<file path="config.mk">
export PLATFORM = sky130hd
export DESIGN_NAME = bcsh_ctrl
export DESIGN_NICKNAME = d
export VERILOG_FILES = /design/src/hdl/bcsh_pkg.sv /design/src/hdl/bcsh_ctrl.sv
export SDC_FILE = /design/constraint.sdc
export NUM_CORES = 1
export LEC_CHECK = 0
export BUFFER_PORTS_ARGS = -buffer_cell sky130_fd_sc_hd__buf_2
export CORE_AREA = 10 10 47 49
export CTS_BUF_LIST = sky130_fd_sc_hd__clkbuf_16
export DETAILED_ROUTE_END_ITERATION = 8
export DIE_AREA = 0 0 57 59
export GPL_TIMING_DRIVEN = 0
export PLACE_DENSITY_LB_ADDON = 0.08
export SLEW_MARGIN = 20
export SYNTH_ARGS = -nofsm -noshare
export SYNTH_HDL_FRONTEND = slang
export SYNTH_SLANG_ARGS = --single-unit
</file>
<file path="constraint.sdc">
create_clock -name clk_i -period 1.3 [get_ports clk_i]
set_clock_uncertainty 0.2 [all_clocks]
set_input_delay 0.065 -clock clk_i [delete_from_list [all_inputs] [get_ports clk_i]]
set_output_delay 0.065 -clock clk_i [all_outputs]
set_load 0.05 [all_outputs]
</file>
<file path="src/hdl/bcsh_pkg.sv">
// ----------------------------------------------------------------------------
// bcsh_pkg
// Constants, codes and controller/datapath interface types of the histogram.
// ----------------------------------------------------------------------------
package bcsh_pkg;

  localparam int NUM_BINS        = 120;
  localparam int SLOTS_PER_GROUP = 8;
  localparam int NUM_CELLS       = NUM_BINS * SLOTS_PER_GROUP;

  localparam int BIN_W   = 7;
  localparam int SLOT_W  = 3;
  localparam int CELL_AW = BIN_W + SLOT_W;
  localparam int CLR_W   = $clog2(NUM_CELLS + 1);
  localparam int CNT_W   = 64;
  localparam int REC_W   = 32;
  localparam int CHN_W   = 24;
  localparam int GRP_W   = 2;

  // Readout runs over three groups of slots and then the bin total.
  localparam int READ_ITEMS = 3 * SLOTS_PER_GROUP + 1;
  localparam int IDX_W      = $clog2(READ_ITEMS);

  // Opcodes.
  localparam logic OP_ACC  = 1'b0;
  localparam logic OP_READ = 1'b1;

  // Counter group codes.
  localparam logic [GRP_W-1:0] GRP_A     = 2'd0;
  localparam logic [GRP_W-1:0] GRP_B     = 2'd1;
  localparam logic [GRP_W-1:0] GRP_C     = 2'd2;
  localparam logic [GRP_W-1:0] GRP_TOTAL = 2'd3;

  // Header record marker.
  localparam logic [REC_W-1:0] HEADER_RECORD  = 32'd1;
  localparam logic [CHN_W-1:0] HEADER_CHANNEL = 24'd0;

  // Commands from the controller to the datapath.
  typedef struct packed {
    logic clear;
    logic load;
    logic acc_write;
    logic idx_next;
    logic out_load;
  } ctrl_cmd_t;

  // Status from the datapath to the controller.
  typedef struct packed {
    logic clear_last;
    logic skip;
    logic is_read;
    logic read_last;
    logic out_free;
  } dp_status_t;

endpackage

</file>
<file path="src/hdl/bcsh_ctrl.sv">
// ----------------------------------------------------------------------------
// bcsh_ctrl
// Controller state machine: clearing pass, request intake, accumulate write
// and readout sequencing.
// ----------------------------------------------------------------------------
module bcsh_ctrl
  import bcsh_pkg::*;
(
  input  logic       clk_i,
  input  logic       rst_ni,
  input  logic       in_valid_i,
  output logic       in_ready_o,
  input  dp_status_t status_i,
  output ctrl_cmd_t  cmd_o
);

  localparam logic [2:0] S_CLEAR   = 3'd0;
  localparam logic [2:0] S_IDLE    = 3'd1;
  localparam logic [2:0] S_DECODE  = 3'd2;
  localparam logic [2:0] S_ACC_WR  = 3'd3;
  localparam logic [2:0] S_RD_ADDR = 3'd4;
  localparam logic [2:0] S_RD_DATA = 3'd5;

  logic [2:0] state_q, state_d;

  // Next state and commands.
  always_comb begin
    state_d    = state_q;
    cmd_o      = '0;
    in_ready_o = 1'b0;
    case (state_q)
      S_CLEAR: begin
        cmd_o.clear = 1'b1;
        if (status_i.clear_last) begin
          state_d = S_IDLE;
        end
      end
      S_IDLE: begin
        in_ready_o = 1'b1;
        if (in_valid_i) begin
          cmd_o.load = 1'b1;
          state_d    = S_DECODE;
        end
      end
      S_DECODE: begin
        // The memories are read from the latched request during this cycle.
        if (status_i.skip) begin
          state_d = S_IDLE;
        end else if (status_i.is_read) begin
          state_d = S_RD_DATA;
        end else begin
          state_d = S_ACC_WR;
        end
      end
      S_ACC_WR: begin
        cmd_o.acc_write = 1'b1;
        state_d         = S_IDLE;
      end
      S_RD_ADDR: begin
        state_d = S_RD_DATA;
      end
      S_RD_DATA: begin
        if (status_i.out_free) begin
          cmd_o.out_load = 1'b1;
          if (status_i.read_last) begin
            state_d = S_IDLE;
          end else begin
            cmd_o.idx_next = 1'b1;
            state_d        = S_RD_ADDR;
          end
        end
      end
      default: begin
        state_d = S_IDLE;
      end
    endcase
  end

  // State register.
  always_ff @(posedge clk_i or negedge rst_ni) begin
    if (!rst_ni) begin
      state_q <= S_CLEAR;
    end else begin
      state_q <= state_d;
    end
  end

endmodule

</file>
==> impl_metrics.py <==
metrics = {
    "logic_synthesis": {
        "syn_inst": 24,
        "ys_types": 20,
        "yosys_warnings": 0,
        "synthTopCellsByArea": "dfrtp_1, nor3_1, mux2_4",
        "synth.top_cell.area_share_pct": 33.3,
        "netlist_top_cells_count": "dfrtp_1, nor3_1",
        "yosysSeqAreaShare_pct": 33.3,
        "ys_async_sr_fraction_pct": 100,
        "synth_area_per_cell_um2": 9.38,
        "synthFlopType": "dfrtp_1",
        "ys_ff_latch": 3,
        "synth_edf_count": 0,
        "syn-cell-area_um2": 225,
        "synth_nets": 32,
        "synth_area_leader_cell": "dfrtp_1",
    },
    "finish": {
        "n_antenna_cell": 0,
        "regMostFlops": "state_q",
        "areaGrowthSynthToFinish_pct": 189,
        "reg_top3": "state_q x3",
        "fin_nets": 66,
        "fillers": 143,
        "drive_gt1_share_pct": 71.9,
        "largest_reg_flops": 3,
    },
    "sta": {
        "finalCritPeriodShare_pct": 120,
        "setup_viol": 7,
        "hold_viol": 0,
        "maxClockFrequency_ghz": 0.643,
        "fin_setup_tns_ns": -1.33,
        "drv_slew": 0,
        "finalWorstSetupSlack_ns": -0.255,
        "slew_headroom_pct": 85.7,
        "tightest_slew_ns": 0.212,
        "period_minus_slack_ns": 1.55,
        "rsz0062_at_grt": "true",
    },
    "run": {
        "drv_cap": 0,
    },
    "power": {
        "total_power_w": 0.00167,
        "internal_power_w": 0.00106,
        "pwr-share-comb_pct": 62.4,
        "p_sw_share_pct": 36.5,
        "p_seq_share_pct": 9.2,
        "leakage_nw": 0.295,
        "p_switching_w": 0.000609,
        "peakVddDrop_uv": 1070,
        "clkPwrFrac_pct": 28.4,
        "powerDensity_nw_per_um2": 2570,
    },
    "critical_path": {
        "critPathLaunchType": "flop",
        "cp_max_fo": 3,
        "worstPathArrival_ns": 1.29,
        "worst_ep_required_time_ns": 1.03,
        "worstSetupPathType": "reg2out",
        "worst_setup_path_end_kind": "output port",
        "r2r_slack_ns": -0.07,
    },
    "placement": {
        "routabilityCongestion": 0.664,
        "place_hpwl_um": 549,
        "io_buffers": 13,
    },
    "floorplanning": {
        "die_y_um": 59,
        "num_rows": 14,
        "die_x_um": 57,
        "ios": 14,
        "core_um2": 1400,
        "start_util_pct": 16.1,
        "die-area_um2": 3360,
    },
    "routing": {
        "final_antenna_net_count": 0,
        "drt-pass1-iter-count": 3,
        "routed_wl_um": 848,
        "vias": 308,
        "vias_per_cell": 4.22,
        "drcViolationCount": 0,
        "drtIter0Drc": 3,
        "post_drt_wl_per_cell_um": 11.6,
    },
    "clock_tree": {
        "clock_path_buffers": 2,
        "cts_sinks": 3,
        "clk_pin_slew_ns": 0.03,
        "cts_made_buffers": 3,
        "root_buffer": "clkbuf_16",
        "cts_tree": "built",
        "clock_latency_ns": 0.22,
        "cts.htree.levels": 1,
    },
    "grt": {
        "antenna_found_initial": 0,
        "grt_pass1_vias": 325,
        "grt_max_degree": 11,
        "overflow": 0,
        "grt_use_total_pct": 5.10,
        "grt_pass1_wl_mm": 1.37,
    },
    "hold_path": {
        "hold_class": "in2reg",
    },
    "outcome": {
        "violations": "setup timing",
        "outcome": "finished, violations left",
    },
}
-- area by class of cell --
type | instances | area (µm²) | share of cell area, %
timing repair buffer | 30 | 280 | 43.1
multi-input combinational | 18 | 180 | 27.7
sequential | 3 | 76.3 | 11.7
clock buffer | 3 | 75.1 | 11.5
tap | 16 | 20.0 | 3.08
buffer | 1 | 11.3 | 1.73
clock inverter | 1 | 3.75 | 0.577
inverter | 1 | 3.75 | 0.577
-- final timing paths --
kind	end	depth (start not counted)	startpoint
worst max-delay path	cmd_o[3]	4	state_q[0]
worst min-delay path	state_q[1]	4	status_i[3]
worst max register to register	state_q[0]	5	state_q[2]
worst min register to register	state_q[0]	3	state_q[1]
max in group asynchronous	state_q[0]	3	rst_ni
min in group asynchronous	state_q[2]	3	rst_ni
-- per-layer routing --
metal | up-vias | track usage, % | wire length (µm)
met4 | 0 | 5.03 | 0
met3 | 0 | 1.72 | 35
met1 | 148 | 4.99 | 330
met5 | - | 0 | 0
li1 | 154 | - | -
met2 | 6 | 8.22 | 482
-- layout by cell type, fill, tap and decap left out, types with 2 or more instances in the layout --
| cell | n |
|---|---|
| buf_4 | 6 |
| buf_6 | 9 |
| dlygate4sd3_1 | 5 |
| buf_2 | 7 |
| clkbuf_16 | 3 |
| buf_8 | 4 |
| dfrtp_1 | 2 |
-- power by group through the flow --
stage | combinational [W] | clock (W) | sequential [W]
after global placement | 0.000619 | 0 | 0.000153
after CTS | 0.000878 | 0.000486 | 0.000146
after floorplan | 0.000511 | 0 | 0.000148
after detailed placement | 0.000620 | 0 | 0.000154
after global routing | 0.00111 | 0.000502 | 0.000157
final | 0.00104 | 0.000475 | 0.000153
-- cell families (layout without fill, tap and decap cells) --
kind of cell / count (synthesis) / count (layout) / synth area share, %
flip-flops: 3 / 3 / 33.3
multiplexers: 1 / 1 / 6.66
buffers and inverters: 3 / 36 / 10.0
AO/OA/AOI/OAI: 4 / 4 / 14.4
AND/OR/NAND/NOR: 13 / 13 / 35.6
-- what timing repair did --
| item | in CTS | in global routing |
|---|---|---|
| buffers inserted | 7 | 5 |
| pin swaps | 3 | 7 |
| setup endpoints to repair | 7 | 9 |
| hold buffers | 5 | 0 |
| hold endpoints to repair | 6 | 0 |
| cloned | 0 | 1 |
| gates resized for setup | 19 | 10 |
-- per-stage QoR --
stage                     worst slack [ns]  instances  hold slack [ns]  instance area, µm²  util, %
after global routing                -0.309         73           0.0378                 651     46.4
final                               -0.255         73           0.0115                 651     46.4
after detailed placement            -0.188         53           -0.336                 340     24.3
after floorplan                     -0.223         24           -0.431                 255        -
after CTS                           -0.260         68          0.00891                 576     41.1
after global placement              -0.185         53           -0.338                 340     24.3
-- critical path, stage by stage, from the launching register on --
cell and delay [ns]:
dfrtp_2 0.40, and2b_1 0.18, and2b_2 0.21, and2_4 0.14, buf_8 0.14
Power figures use the tool's default switching activity.
